File: src/design/population_odometer_offset_unit_defines.svh
// assertion macros shared by the odometer offset unit
`ifndef POPULATION_ODOMETER_OFFSET_UNIT_DEFINES_SVH
`define POPULATION_ODOMETER_OFFSET_UNIT_DEFINES_SVH

`ifndef NO_ASSERTIONS

// clocked check, switched off while reset is asserted
`define PODO_ASSERT(label, clk, rst_n, prop, msg) \
	label: assert property (@(posedge clk) disable iff (!rst_n) prop) else $error(msg);

// clocked check that also holds through reset
`define PODO_ASSERT_ALWAYS(label, clk, prop, msg) \
	label: assert property (@(posedge clk) prop) else $error(msg);

`else

`define PODO_ASSERT(label, clk, rst_n, prop, msg)
`define PODO_ASSERT_ALWAYS(label, clk, prop, msg)

`endif

`endif

File: src/design/podo_pkg.sv
// shared types and constants of the odometer offset unit
package podo_pkg;

	localparam int OFFSET_W     = 16;
	localparam int STRIDE_W     = 13;
	localparam int REMOVED_W    = 3;
	localparam int FIELD_W      = 4;
	localparam int OUT_CLASSES  = 4;
	localparam int REG_COUNT    = 8;
	localparam int ADDR_W       = 5;
	localparam int DATA_W       = 32;
	localparam int RST_RADIX_LOG = 4;

	typedef logic [FIELD_W-1:0]   field_t;
	typedef logic [OFFSET_W-1:0]  offset_t;
	typedef logic [STRIDE_W-1:0]  stride_t;
	typedef logic [REMOVED_W-1:0] removed_t;

	localparam field_t RST_MAX = 4'd15;

	typedef enum logic [2:0] {
		REG_MAX_1   = 3'd0,
		REG_MAX_2   = 3'd1,
		REG_MAX_3   = 3'd2,
		REG_MAX_4   = 3'd3,
		REG_LIMIT_1 = 3'd4,
		REG_LIMIT_2 = 3'd5,
		REG_LIMIT_3 = 3'd6,
		REG_LIMIT_4 = 3'd7
	} reg_idx_t;

	// handoff from the step pipeline to the result emitter
	typedef struct packed {
		logic valid;
		logic wrapped;
	} item_ctl_t;

endpackage

File: src/design/podo_step_if.sv
// input word channel: one restart bit per word
interface podo_step_if;
	logic valid;
	logic ready;
	logic restart;

	modport source (output valid, output restart, input ready);
	modport sink (input valid, input restart, output ready);
endinterface

File: src/design/podo_result_if.sv
// result word channel: offset, removed class, flags and counts
interface podo_result_if;
	import podo_pkg::*;

	logic     valid;
	logic     ready;
	offset_t  linear_offset;
	removed_t removed_class;
	logic     wrapped;
	logic     last_of_run;
	field_t   count_class_1;
	field_t   count_class_2;
	field_t   count_class_3;
	field_t   count_class_4;

	modport source (output valid, output linear_offset, output removed_class,
		output wrapped, output last_of_run, output count_class_1,
		output count_class_2, output count_class_3, output count_class_4,
		input ready);
	modport sink (input valid, input linear_offset, input removed_class,
		input wrapped, input last_of_run, input count_class_1,
		input count_class_2, input count_class_3, input count_class_4,
		output ready);
endinterface

File: src/design/podo_cfg.sv
// register file, stride derivation and effective limits
module podo_cfg #(
	parameter int CLASSES    = 4,
	parameter int COUNT_BITS = 4
) (
	input  logic                        clk,
	input  logic                        arst_n,
	input  logic                        psel,
	input  logic                        penable,
	input  logic                        pwrite,
	input  logic [podo_pkg::ADDR_W-1:0] paddr,
	input  logic [podo_pkg::DATA_W-1:0] pwdata,
	output logic [podo_pkg::DATA_W-1:0] prdata,
	output logic                        pready,
	output logic                        busy,
	output podo_pkg::stride_t           stride [CLASSES],
	output logic [COUNT_BITS-1:0]       eff_limit [CLASSES]
);
	import podo_pkg::*;

	localparam int SETTLE_W = (CLASSES > 1) ? $clog2(CLASSES) : 1;
	localparam int CMAX     = (1 << COUNT_BITS) - 1;

	field_t              reg_q [REG_COUNT];
	logic [SETTLE_W-1:0] settle_q;
	stride_t             stride_q [CLASSES];
	reg_idx_t            idx;
	logic                wr_en;

	assign idx    = reg_idx_t'(paddr[ADDR_W-1:2]);
	assign wr_en  = psel & penable & pwrite;
	assign pready = 1'b1;
	assign prdata = DATA_W'(reg_q[idx]);
	assign busy   = (settle_q != '0);

	always_ff @(posedge clk or negedge arst_n) begin
		if (!arst_n) begin
			for (int i = 0; i < REG_COUNT; i++) reg_q[i] <= RST_MAX;
		end else if (wr_en) begin
			reg_q[idx] <= pwdata[FIELD_W-1:0];
		end
	end

	// a new maximum ripples one class further left each cycle
	always_ff @(posedge clk or negedge arst_n) begin
		if (!arst_n) begin
			settle_q <= '0;
		end else if (wr_en && idx < REG_LIMIT_1) begin
			settle_q <= SETTLE_W'(CLASSES - 1);
		end else if (settle_q != '0) begin
			settle_q <= settle_q - SETTLE_W'(1);
		end
	end

	for (genvar c = 0; c < CLASSES; c++) begin : g_class
		if (c == CLASSES - 1) begin : g_lsd
			assign stride_q[c] = STRIDE_W'(1);
		end else begin : g_upper
			logic [FIELD_W:0] radix;
			assign radix = {1'b0, reg_q[c+1]} + (FIELD_W+1)'(1);
			always_ff @(posedge clk or negedge arst_n) begin
				if (!arst_n) begin
					stride_q[c] <= STRIDE_W'(32'd1 << (RST_RADIX_LOG * (CLASSES - 1 - c)));
				end else begin
					stride_q[c] <= STRIDE_W'(stride_q[c+1] * STRIDE_W'(radix));
				end
			end
		end

		field_t lim;
		assign lim = (reg_q[REG_LIMIT_1 + c] > reg_q[c]) ? reg_q[c] : reg_q[REG_LIMIT_1 + c];
		assign eff_limit[c] = (int'(lim) > CMAX) ? COUNT_BITS'(CMAX) : COUNT_BITS'(lim);
		assign stride[c] = stride_q[c];
	end

endmodule

File: src/design/podo_step.sv
// count register, odometer step and offset product stages
module podo_step #(
	parameter int CLASSES    = 4,
	parameter int COUNT_BITS = 4
) (
	input  logic                    clk,
	input  logic                    arst_n,
	input  logic                    in_valid,
	output logic                    in_ready,
	input  logic                    in_restart,
	input  logic                    busy,
	input  logic [COUNT_BITS-1:0]   eff_limit [CLASSES],
	input  podo_pkg::stride_t       stride [CLASSES],
	input  logic                    em_free,
	output podo_pkg::item_ctl_t     ctl,
	output logic [COUNT_BITS-1:0]   cnt_out [CLASSES],
	output podo_pkg::offset_t       prod_out [CLASSES]
);
	import podo_pkg::*;

	logic [COUNT_BITS-1:0] cnt_q [CLASSES];
	logic [COUNT_BITS-1:0] nxt [CLASSES];
	logic                  wrap;
	logic                  accept, s1_adv, s2_adv;

	logic                  valid_s1, wrap_s1;
	logic [COUNT_BITS-1:0] cnt_s1 [CLASSES];
	logic                  valid_s2, wrap_s2;
	logic [COUNT_BITS-1:0] cnt_s2 [CLASSES];
	offset_t               prod_s2 [CLASSES];

	// carry ripples from the last class leftwards
	always_comb begin
		logic carry;
		carry = 1'b1;
		for (int c = CLASSES - 1; c >= 0; c--) begin
			nxt[c] = cnt_q[c];
			if (carry) begin
				if (cnt_q[c] < eff_limit[c]) begin
					nxt[c] = cnt_q[c] + COUNT_BITS'(1);
					carry  = 1'b0;
				end else begin
					nxt[c] = '0;
				end
			end
			if (in_restart) nxt[c] = '0;
		end
		wrap = carry & ~in_restart;
	end

	assign s2_adv   = ~valid_s2 | em_free;
	assign s1_adv   = ~valid_s1 | s2_adv;
	assign in_ready = ~busy & s1_adv;
	assign accept   = in_valid & in_ready;

	always_ff @(posedge clk or negedge arst_n) begin
		if (!arst_n) begin
			for (int c = 0; c < CLASSES; c++) cnt_q[c] <= '0;
			valid_s1 <= 1'b0;
			valid_s2 <= 1'b0;
		end else begin
			if (accept) cnt_q <= nxt;
			if (s1_adv) valid_s1 <= accept;
			if (s2_adv) valid_s2 <= valid_s1;
		end
	end

	always_ff @(posedge clk) begin
		if (accept) begin
			cnt_s1  <= nxt;
			wrap_s1 <= wrap;
		end
		if (s2_adv && valid_s1) begin
			for (int c = 0; c < CLASSES; c++) begin
				prod_s2[c] <= OFFSET_W'(cnt_s1[c]) * OFFSET_W'(stride[c]);
			end
			cnt_s2  <= cnt_s1;
			wrap_s2 <= wrap_s1;
		end
	end

	assign ctl.valid   = valid_s2;
	assign ctl.wrapped = wrap_s2;
	assign cnt_out     = cnt_s2;
	assign prod_out    = prod_s2;

endmodule

File: src/design/podo_emit.sv
// result register: sums the offset and steps through the removed classes
`include "population_odometer_offset_unit_defines.svh"

module podo_emit #(
	parameter int CLASSES    = 4,
	parameter int COUNT_BITS = 4
) (
	input  logic                     clk,
	input  logic                     arst_n,
	input  podo_pkg::item_ctl_t      ctl,
	input  logic [COUNT_BITS-1:0]    cnt_in [CLASSES],
	input  podo_pkg::offset_t        prod_in [CLASSES],
	input  podo_pkg::stride_t        stride [CLASSES],
	output logic                     em_free,
	output logic                     out_valid,
	input  logic                     out_ready,
	output podo_pkg::offset_t        linear_offset,
	output podo_pkg::removed_t       removed_class,
	output logic                     wrapped,
	output logic                     last_of_run,
	output podo_pkg::field_t         count_out [podo_pkg::OUT_CLASSES]
);
	import podo_pkg::*;

	localparam int SEL_W = (CLASSES > 1) ? $clog2(CLASSES) : 1;

	logic                  em_v_q, em_first_q, em_wrap_q;
	logic [CLASSES-1:0]    em_pend_q, rest, nz;
	offset_t               em_off_q, sum;
	logic [COUNT_BITS-1:0] em_cnt_q [CLASSES];
	logic [SEL_W-1:0]      sel;
	logic                  fire;

	always_comb begin
		sum = '0;
		for (int c = 0; c < CLASSES; c++) begin
			sum   = sum + prod_in[c];
			nz[c] = (cnt_in[c] != '0);
		end
	end

	// lowest pending class goes out first
	always_comb begin
		logic found;
		found = 1'b0;
		sel   = '0;
		for (int c = 0; c < CLASSES; c++) begin
			if (!found && em_pend_q[c]) begin
				sel   = SEL_W'(c);
				found = 1'b1;
			end
		end
	end

	assign rest        = em_pend_q & (em_pend_q - CLASSES'(1));
	assign last_of_run = em_first_q ? (em_pend_q == '0) : (rest == '0);
	assign fire        = em_v_q & out_ready;
	assign em_free     = ~em_v_q | (fire & last_of_run);

	always_ff @(posedge clk or negedge arst_n) begin
		if (!arst_n) begin
			em_v_q     <= 1'b0;
			em_first_q <= 1'b0;
			em_pend_q  <= '0;
		end else if (em_free) begin
			em_v_q     <= ctl.valid;
			em_first_q <= 1'b1;
			em_pend_q  <= ctl.valid ? nz : '0;
		end else if (fire) begin
			if (em_first_q) em_first_q <= 1'b0;
			else            em_pend_q  <= rest;
		end
	end

	always_ff @(posedge clk) begin
		if (em_free && ctl.valid) begin
			em_off_q  <= sum;
			em_wrap_q <= ctl.wrapped;
			em_cnt_q  <= cnt_in;
		end
	end

	assign out_valid     = em_v_q;
	assign wrapped       = em_wrap_q;
	assign linear_offset = em_first_q ? em_off_q : em_off_q - OFFSET_W'(stride[sel]);
	assign removed_class = em_first_q ? '0 : removed_t'(sel) + removed_t'(1);

	for (genvar k = 0; k < OUT_CLASSES; k++) begin : g_cnt
		if (k < CLASSES) begin : g_used
			assign count_out[k] = FIELD_W'(em_cnt_q[k]);
		end else begin : g_unused
			assign count_out[k] = '0;
		end
	end

	`PODO_ASSERT_ALWAYS(a_idle_no_pend, clk, !em_v_q |-> em_pend_q == '0, "pending classes while empty")
	`PODO_ASSERT(a_wrap_single, clk, arst_n, em_v_q && em_wrap_q |-> last_of_run && linear_offset == '0, "wrap word not single zero word")
	`PODO_ASSERT(a_run_continues, clk, arst_n, fire && !last_of_run |=> em_v_q, "run ended before its last word")
	`PODO_ASSERT(a_removed_range, clk, arst_n, em_v_q |-> removed_class <= removed_t'(CLASSES), "removed class out of range")

endmodule

File: src/design/population_odometer_offset_unit.sv
// top level of the population odometer offset unit
//
//  channel  dir  handshake      carries
//  -------  ---  -------------  ----------------------------------------------
//  step     in   valid/ready    restart bit: advance or return to zero vector
//  result   out  valid/ready    offset, removed class, wrap/last flags, counts
//  apb      in   psel/penable   eight 4-bit registers, maxima then limits
//
// an advance gives 1 + (classes with nonzero count) result words, a restart or
// wrap gives one; the result register sends one word a cycle while result is
// ready, and a new word is taken every cycle while the emitter keeps up. the
// first result word passes stage 1, stage 2 and the result register after the
// accepting edge. after a maximum is written, strides settle with step ready
// held low by busy. arst_n clears counts, registers to 15 and the pipeline;
// a stall on result holds the emitter and backs up through the two step
// pipeline stages.
module population_odometer_offset_unit #(
	parameter int CLASSES    = 4,
	parameter int COUNT_BITS = 4
) (
	input  logic                        clk,
	input  logic                        arst_n,
	podo_step_if.sink                   step,
	podo_result_if.source               result,
	input  logic                        psel,
	input  logic                        penable,
	input  logic                        pwrite,
	input  logic [podo_pkg::ADDR_W-1:0] paddr,
	input  logic [podo_pkg::DATA_W-1:0] pwdata,
	output logic [podo_pkg::DATA_W-1:0] prdata,
	output logic                        pready
);
	import podo_pkg::*;

	// configuration side
	logic                  busy;
	stride_t               stride [CLASSES];
	logic [COUNT_BITS-1:0] eff_limit [CLASSES];

	// step pipeline to emitter
	item_ctl_t             ctl;
	logic [COUNT_BITS-1:0] cnt [CLASSES];
	offset_t               prod [CLASSES];
	logic                  em_free;
	field_t                count_out [OUT_CLASSES];

	podo_cfg #(.CLASSES(CLASSES), .COUNT_BITS(COUNT_BITS)) u_cfg (
		.clk       (clk),
		.arst_n    (arst_n),
		.psel      (psel),
		.penable   (penable),
		.pwrite    (pwrite),
		.paddr     (paddr),
		.pwdata    (pwdata),
		.prdata    (prdata),
		.pready    (pready),
		.busy      (busy),
		.stride    (stride),
		.eff_limit (eff_limit)
	);

	// odometer advance happens at accept; products registered behind it
	podo_step #(.CLASSES(CLASSES), .COUNT_BITS(COUNT_BITS)) u_step (
		.clk        (clk),
		.arst_n     (arst_n),
		.in_valid   (step.valid),
		.in_ready   (step.ready),
		.in_restart (step.restart),
		.busy       (busy),
		.eff_limit  (eff_limit),
		.stride     (stride),
		.em_free    (em_free),
		.ctl        (ctl),
		.cnt_out    (cnt),
		.prod_out   (prod)
	);

	// result register walks the run of offset words
	podo_emit #(.CLASSES(CLASSES), .COUNT_BITS(COUNT_BITS)) u_emit (
		.clk           (clk),
		.arst_n        (arst_n),
		.ctl           (ctl),
		.cnt_in        (cnt),
		.prod_in       (prod),
		.stride        (stride),
		.em_free       (em_free),
		.out_valid     (result.valid),
		.out_ready     (result.ready),
		.linear_offset (result.linear_offset),
		.removed_class (result.removed_class),
		.wrapped       (result.wrapped),
		.last_of_run   (result.last_of_run),
		.count_out     (count_out)
	);

	assign result.count_class_1 = count_out[0];
	assign result.count_class_2 = count_out[1];
	assign result.count_class_3 = count_out[2];
	assign result.count_class_4 = count_out[3];

endmodule

File: src/flat_wrapper.sv
// flat-port wrapper written by rule: the top's interface ports become plain ports
module population_odometer_offset_unit_flat import podo_pkg::*;
#(
	parameter int CLASSES    = 4,
	parameter int COUNT_BITS = 4
)
  (clk, arst_n, psel, penable, pwrite, paddr, pwdata, prdata, pready, step_valid, step_restart, step_ready, result_valid, result_linear_offset, result_removed_class, result_wrapped, result_last_of_run, result_count_class_1, result_count_class_2, result_count_class_3, result_count_class_4, result_ready);
  podo_step_if step_i ();
  podo_result_if result_i ();
  input  logic clk;
  input  logic arst_n;
  input  logic psel;
  input  logic penable;
  input  logic pwrite;
  input  logic [podo_pkg::ADDR_W-1:0] paddr;
  input  logic [podo_pkg::DATA_W-1:0] pwdata;
  output logic [podo_pkg::DATA_W-1:0] prdata;
  output logic pready;
  input wire logic [$bits(step_i.valid)-1:0] step_valid;
  input wire logic [$bits(step_i.restart)-1:0] step_restart;
  output wire logic [$bits(step_i.ready)-1:0] step_ready;
  output wire logic [$bits(result_i.valid)-1:0] result_valid;
  output wire logic [$bits(result_i.linear_offset)-1:0] result_linear_offset;
  output wire logic [$bits(result_i.removed_class)-1:0] result_removed_class;
  output wire logic [$bits(result_i.wrapped)-1:0] result_wrapped;
  output wire logic [$bits(result_i.last_of_run)-1:0] result_last_of_run;
  output wire logic [$bits(result_i.count_class_1)-1:0] result_count_class_1;
  output wire logic [$bits(result_i.count_class_2)-1:0] result_count_class_2;
  output wire logic [$bits(result_i.count_class_3)-1:0] result_count_class_3;
  output wire logic [$bits(result_i.count_class_4)-1:0] result_count_class_4;
  input wire logic [$bits(result_i.ready)-1:0] result_ready;
  assign step_i.valid = step_valid;
  assign step_i.restart = step_restart;
  assign step_ready = step_i.ready;
  assign result_valid = result_i.valid;
  assign result_linear_offset = result_i.linear_offset;
  assign result_removed_class = result_i.removed_class;
  assign result_wrapped = result_i.wrapped;
  assign result_last_of_run = result_i.last_of_run;
  assign result_count_class_1 = result_i.count_class_1;
  assign result_count_class_2 = result_i.count_class_2;
  assign result_count_class_3 = result_i.count_class_3;
  assign result_count_class_4 = result_i.count_class_4;
  assign result_i.ready = result_ready;
  population_odometer_offset_unit #(.CLASSES(CLASSES), .COUNT_BITS(COUNT_BITS)) u_core (.clk(clk), .arst_n(arst_n), .step(step_i), .result(result_i), .psel(psel), .penable(penable), .pwrite(pwrite), .paddr(paddr), .pwdata(pwdata), .prdata(prdata), .pready(pready));
endmodule
File: config.mk
export PLATFORM = sky130hd
export DESIGN_NAME = population_odometer_offset_unit_flat
export DESIGN_NICKNAME = d
export VERILOG_FILES = /design/src/design/podo_pkg.sv /design/src/design/podo_step_if.sv /design/src/design/podo_result_if.sv /design/src/design/podo_cfg.sv /design/src/design/podo_step.sv /design/src/design/podo_emit.sv /design/src/design/population_odometer_offset_unit.sv /design/src/flat_wrapper.sv
export VERILOG_INCLUDE_DIRS = /design/src /design/src/design
export SDC_FILE = /design/constraint.sdc
export NUM_CORES = 1
export LEC_CHECK = 0
export BUFFER_PORTS_ARGS = -buffer_cell sky130_fd_sc_hd__buf_2
export CORE_MARGIN = 1
export CORE_UTILIZATION = 56
export DETAILED_ROUTE_END_ITERATION = 12
export PLACE_DENSITY = 0.88
export RECOVER_POWER = 50
export SYNTH_ARGS = -nofsm -noshare
export SYNTH_HDL_FRONTEND = slang
export SYNTH_SLANG_ARGS = --single-unit
File: constraint.sdc
create_clock -name clk -period 4.5 [get_ports clk]
set_input_delay 0.225 -clock clk [delete_from_list [all_inputs] [get_ports clk]]
set_output_delay 0.225 -clock clk [all_outputs]
set_load 0.03 [all_outputs]
==> flow_summary.toml <==
[final_layout]
synthToLayoutAreaGrowth_pct = 10.1
utilization = 0.636
antenna-diode-count = 0
drive_gt1_frac = 0.128
post_layout_net_count = 1864
filler_cell_count = 1903
stdcell_count = 1910

[detailed_routing]
routedLengthMet1_um = 13300
routedWlPerCell_um = 18.1
totalWireLength_um = 34500
detail_route.vias_per_cell = 5.90
drt_iter0_markers = 916
remaining_drc_errors = 0
met3RoutedLength_um = 2320
met2_length_um = 17800
number_of_nets_still_failing_antenna_checks_after_routing = 0
top_layer_used = "met4"
drt_first_pass_iters = 5
via_count = 11300

[critical_path]
critPathRequiredTime_ns = 4.86
worstSetupPathType = "reg2reg"
r2r_cells = 17
startpoint_type = "flip-flop"
crit_slowest_cell = "sky130_fd_sc_hd__dfstp_2"
endpoint_kind = "flip-flop"
path_max_fanout = 8
cpLargestDelayFamily = "adder cells"
number_of_buffers_and_inverters_on_the_critical_path = 3
r2r_setup_slack_ns = 0.07
r2r-end = "u_core.u_cfg.stride[51]$_DFF_PN1_"
worstPathArrival_ns = 4.79
crit_path_max_cell_delay_ns = 0.58
worst_r2r_startpoint = "u_core.u_cfg.reg_q[25]$_DFFE_PN1P_"
cell_chain_critical_path = "ha_2 > and3_1 > buf_4 > and2_1 > fa_1 > fa_1 > inv_1 > fa_1 > inv_1 > ha_4 > a21oi_2 > o21bai_1 > a21oi_2 > o21ai_1 > a21o_1 > a21oi_1 > xnor2_1"
worst_path_most_repeated_cell = "sky130_fd_sc_hd__fa_1"

[clock_network]
clkSinkCount = 192
cts.htree.levels = 4
numCtsBuffers = 17
worstSkewPairLatency_ns = 0.45
cts_buffer_depth = 2
cts_tree = "yes"
clock_tree.root_cell = "sky130_fd_sc_hd__clkbuf_16"
clkTransAtPathRegs_ns = 0.08

[run_status]
violations_in_the_final_reports = "max-capacitance violations, max-slew violations"
outcome = "finished with violations"

[grt]
first_global_vias = 11400
grt_antenna_before_repair = 0
grt_pass1_wl_um = 54600
grt_start_max_net_pins = 52
global_route.overflow_total = 0
groute.usage.overall = 0.245

[timing]
slew_viol_final = 37
fmax_ghz = 0.226
final_min_period_over_clock_period = 0.984
max-slew-margin-rel = -0.283
tightestPinTransition_ns = 1.92
finalWorstPathRequiredPeriod_ns = 4.43
clock_skew_ns = 0.0248
setup_viol = 0
grt_setup_unrepaired = "yes"
setup-tns-final_ns = 0
hold_violations = 0

[synth]
synth-edff-count = 106
synth_top_area_cell = "sky130_fd_sc_hd__edfxtp_1"
post-synth-top-count-cell = "sky130_fd_sc_hd__nand2_1"
yosys-top-cells-count = "184 x sky130_fd_sc_hd__nand2_1, 167 x sky130_fd_sc_hd__ha_1, 138 x sky130_fd_sc_hd__inv_1, 106 x sky130_fd_sc_hd__edfxtp_1, 91 x sky130_fd_sc_hd__and2_1"
netlist_area_before_placement_sq_um = 15200
netlist_instances = 1483
yosysSeqAreaShare = 0.353
predominant_post_synthesis_flop_cell = "sky130_fd_sc_hd__edfxtp_1"
asyncSetResetFlopFracSynth = 0.448
yosys_warnings = 0
synthDominantCellAreaShare = 0.209
synth.avg_cell_area_sq_um = 10.3
ys_seq_elements = 192
synth.lib_cells_used.distinct = 74
netlist_top_cells_area = "sky130_fd_sc_hd__edfxtp_1 21%, sky130_fd_sc_hd__ha_1 14%, sky130_fd_sc_hd__fa_1 12%"

[die]
die_area_sq_um = 27900
fp.dieW_um = 167
floorplan.rows = 59
dieHeight_um = 167
placeableCoreArea_sq_um = 26400
io_pins = 117
floorplan.initialDensity = 0.578

[run]
count_of_maximum_capacitance_violations = 1

[placement]
dpl.hpwl_um = 24600
placed_cells = 1854
port_buffers = 57
routability_congestion = 0.887

[min_path]
worst_hold_path.endpoint = "u_core.u_cfg.reg_q[4]$_DFFE_PN1P_"
timing.hold.worst.class = "in2reg"
min-delay-start = "pwdata[0]"
hold_path_depth = 3
==> routing by layer <==
metal,vias up,track usage
li1,5145,-
met1,5534,0.290
met2,495,0.439
met3,91,0.0504
met4,0,0.0902
met5,-,0
==> what timing repair did <==
action / in CTS / in global routing
pin swaps: 6 / 14
resized for setup: 15 / 21
hold buffers: 1 / 1
endpoints found under the setup margin: 4 / 10
hold endpoints to repair: 11 / 1
buffers inserted: 9 / 13
==> final cells by class <==
type	count	area [sq um]	share of cell area
clock buffers	17	425	0.0254
well taps	335	419	0.0250
flip-flops and latches	192	5380	0.321
multi-input cells	1113	9240	0.551
repair buffers	99	562	0.0335
clock inverters	15	220	0.0131
inverters	139	522	0.0311
==> through the flow <==
stage | setup WS [ns] | instance area [sq um] | hold slack, ns
2_1_floorplan | 0.0728 | 15300 | -0.0706
5_1_grt | -0.107 | 16800 | 0.0769
4_1_cts | -0.0204 | 16600 | 0.00327
3_3_place_gp | 0.0418 | 15800 | 0.196
6_report | 0.0715 | 16800 | 0.104
3_5_place_dp | -0.0750 | 15800 | 0.206
==> worst max-delay path by stage <==
stage / depth (start not counted) / end / slack [ns] / startpoint
6_report: 17 / u_core.u_cfg.stride[51]$_DFF_PN1_ / 0.07 / u_core.u_cfg.reg_q[25]$_DFFE_PN1P_
5_1_grt: 17 / u_core.u_cfg.stride[51]$_DFF_PN1_ / -0.11 / u_core.u_cfg.reg_q[24]$_DFFE_PN1P_
4_1_cts: 16 / result_linear_offset[14] / -0.02 / u_core.u_emit.em_pend_q[0]$_DFFE_PN0P_
3_5_place_dp: 16 / u_core.u_cfg.stride[51]$_DFF_PN1_ / -0.08 / u_core.u_cfg.reg_q[26]$_DFFE_PN1P_
3_3_place_gp: 16 / u_core.u_cfg.stride[51]$_DFF_PN1_ / 0.04 / u_core.u_cfg.reg_q[25]$_DFFE_PN1P_
2_1_floorplan: 17 / u_core.u_cfg.stride[51]$_DFF_PN1_ / 0.07 / u_core.u_cfg.reg_q[24]$_DFFE_PN1P_
==> flip-flops by register name, indices dropped and copies added (netlist names) <==
name / count
u_core.u_emit.em_pend_q: 4
u_core.u_cfg.settle_q: 2
u_core.u_emit.em_first_q: 1
u_core.u_step.cnt_out: 16
u_core.u_step.wrap_s2: 1
u_core.u_emit.out_valid: 1
u_core.u_step.valid_s2: 1
u_core.u_step.cnt_s1: 16
u_core.u_emit.em_off_q: 16
u_core.u_emit.wrapped: 1
u_core.u_step.prod_out: 39
u_core.u_cfg.reg_q: 32
u_core.u_step.wrap_s1: 1
u_core.u_step.valid_s1: 1
u_core.u_step.cnt_q: 16
u_core.u_cfg.stride: 28
u_core.u_emit.count_out: 16
==> logic make-up (layout without fill, tap and decap cells) <==
family,count (synthesis),count (layout),share of synthesized area
and+or+nand+nor,459,459,0.149
adders and majority gates,258,258,0.256
AOI/OAI and AO/OA,235,235,0.0976
buffers and inverters,205,270,0.0580
DFF,192,192,0.353
xor gates and xnor gates,84,84,0.0483
muxes,48,48,0.0370
other,2,29,0.000493
==> cells in the final DEF, fill, tap and decap left out, types with 5 or more instances in the layout <==
| cell type | Yosys | routed |
|---|---|---|
| sky130_fd_sc_hd__clkbuf_1 | 34 | 28 |
| sky130_fd_sc_hd__fa_1 | 90 | 89 |
| sky130_fd_sc_hd__a21oi_1 | 72 | 64 |
| sky130_fd_sc_hd__dfrtp_1 | 51 | 51 |
| sky130_fd_sc_hd__or3_1 | 13 | 13 |
| sky130_fd_sc_hd__mux2_2 | 26 | 26 |
| sky130_fd_sc_hd__ha_4 | 0 | 5 |
| sky130_fd_sc_hd__mux2i_1 | 18 | 18 |
| sky130_fd_sc_hd__nor2b_1 | 31 | 30 |
| sky130_fd_sc_hd__nor4_1 | 5 | 5 |
| sky130_fd_sc_hd__a22oi_1 | 5 | 5 |
| sky130_fd_sc_hd__conb_1 | 2 | 29 |
| sky130_fd_sc_hd__buf_4 | 30 | 34 |
| sky130_fd_sc_hd__inv_1 | 138 | 137 |
| sky130_fd_sc_hd__xnor2_1 | 54 | 52 |
| sky130_fd_sc_hd__dfstp_2 | 35 | 31 |
| sky130_fd_sc_hd__o21bai_1 | 12 | 11 |
| sky130_fd_sc_hd__and2_0 | 0 | 6 |
| sky130_fd_sc_hd__clkbuf_16 | 0 | 17 |
| sky130_fd_sc_hd__and2_1 | 91 | 83 |
| sky130_fd_sc_hd__nand3_1 | 19 | 18 |
| sky130_fd_sc_hd__o21ai_0 | 68 | 65 |
| sky130_fd_sc_hd__inv_12 | 0 | 5 |
| sky130_fd_sc_hd__nand2_1 | 184 | 184 |
| sky130_fd_sc_hd__nand2b_1 | 17 | 17 |
| sky130_fd_sc_hd__a21o_1 | 19 | 19 |
| sky130_fd_sc_hd__nor3_1 | 24 | 24 |
| sky130_fd_sc_hd__a21oi_2 | 1 | 9 |
| sky130_fd_sc_hd__xor2_1 | 30 | 29 |
| sky130_fd_sc_hd__o21a_1 | 6 | 6 |
| sky130_fd_sc_hd__and3_1 | 9 | 9 |
| sky130_fd_sc_hd__a31oi_1 | 6 | 6 |
| sky130_fd_sc_hd__edfxtp_1 | 106 | 106 |
| sky130_fd_sc_hd__buf_2 | 1 | 33 |
| sky130_fd_sc_hd__o21ai_1 | 2 | 5 |
| sky130_fd_sc_hd__nor2_1 | 49 | 49 |
| sky130_fd_sc_hd__ha_1 | 167 | 160 |
==> tightest hold or removal path: cells and delay by family <==
family	cells	cell delay, ns
AOI/OAI and AO/OA	1	0.07
and+or+nand+nor	1	0.07
buffers and inverters	1	0.17
Power is not shown: default switching activity piles up to over one toggle a cycle in this logic, so the estimate is an artifact.
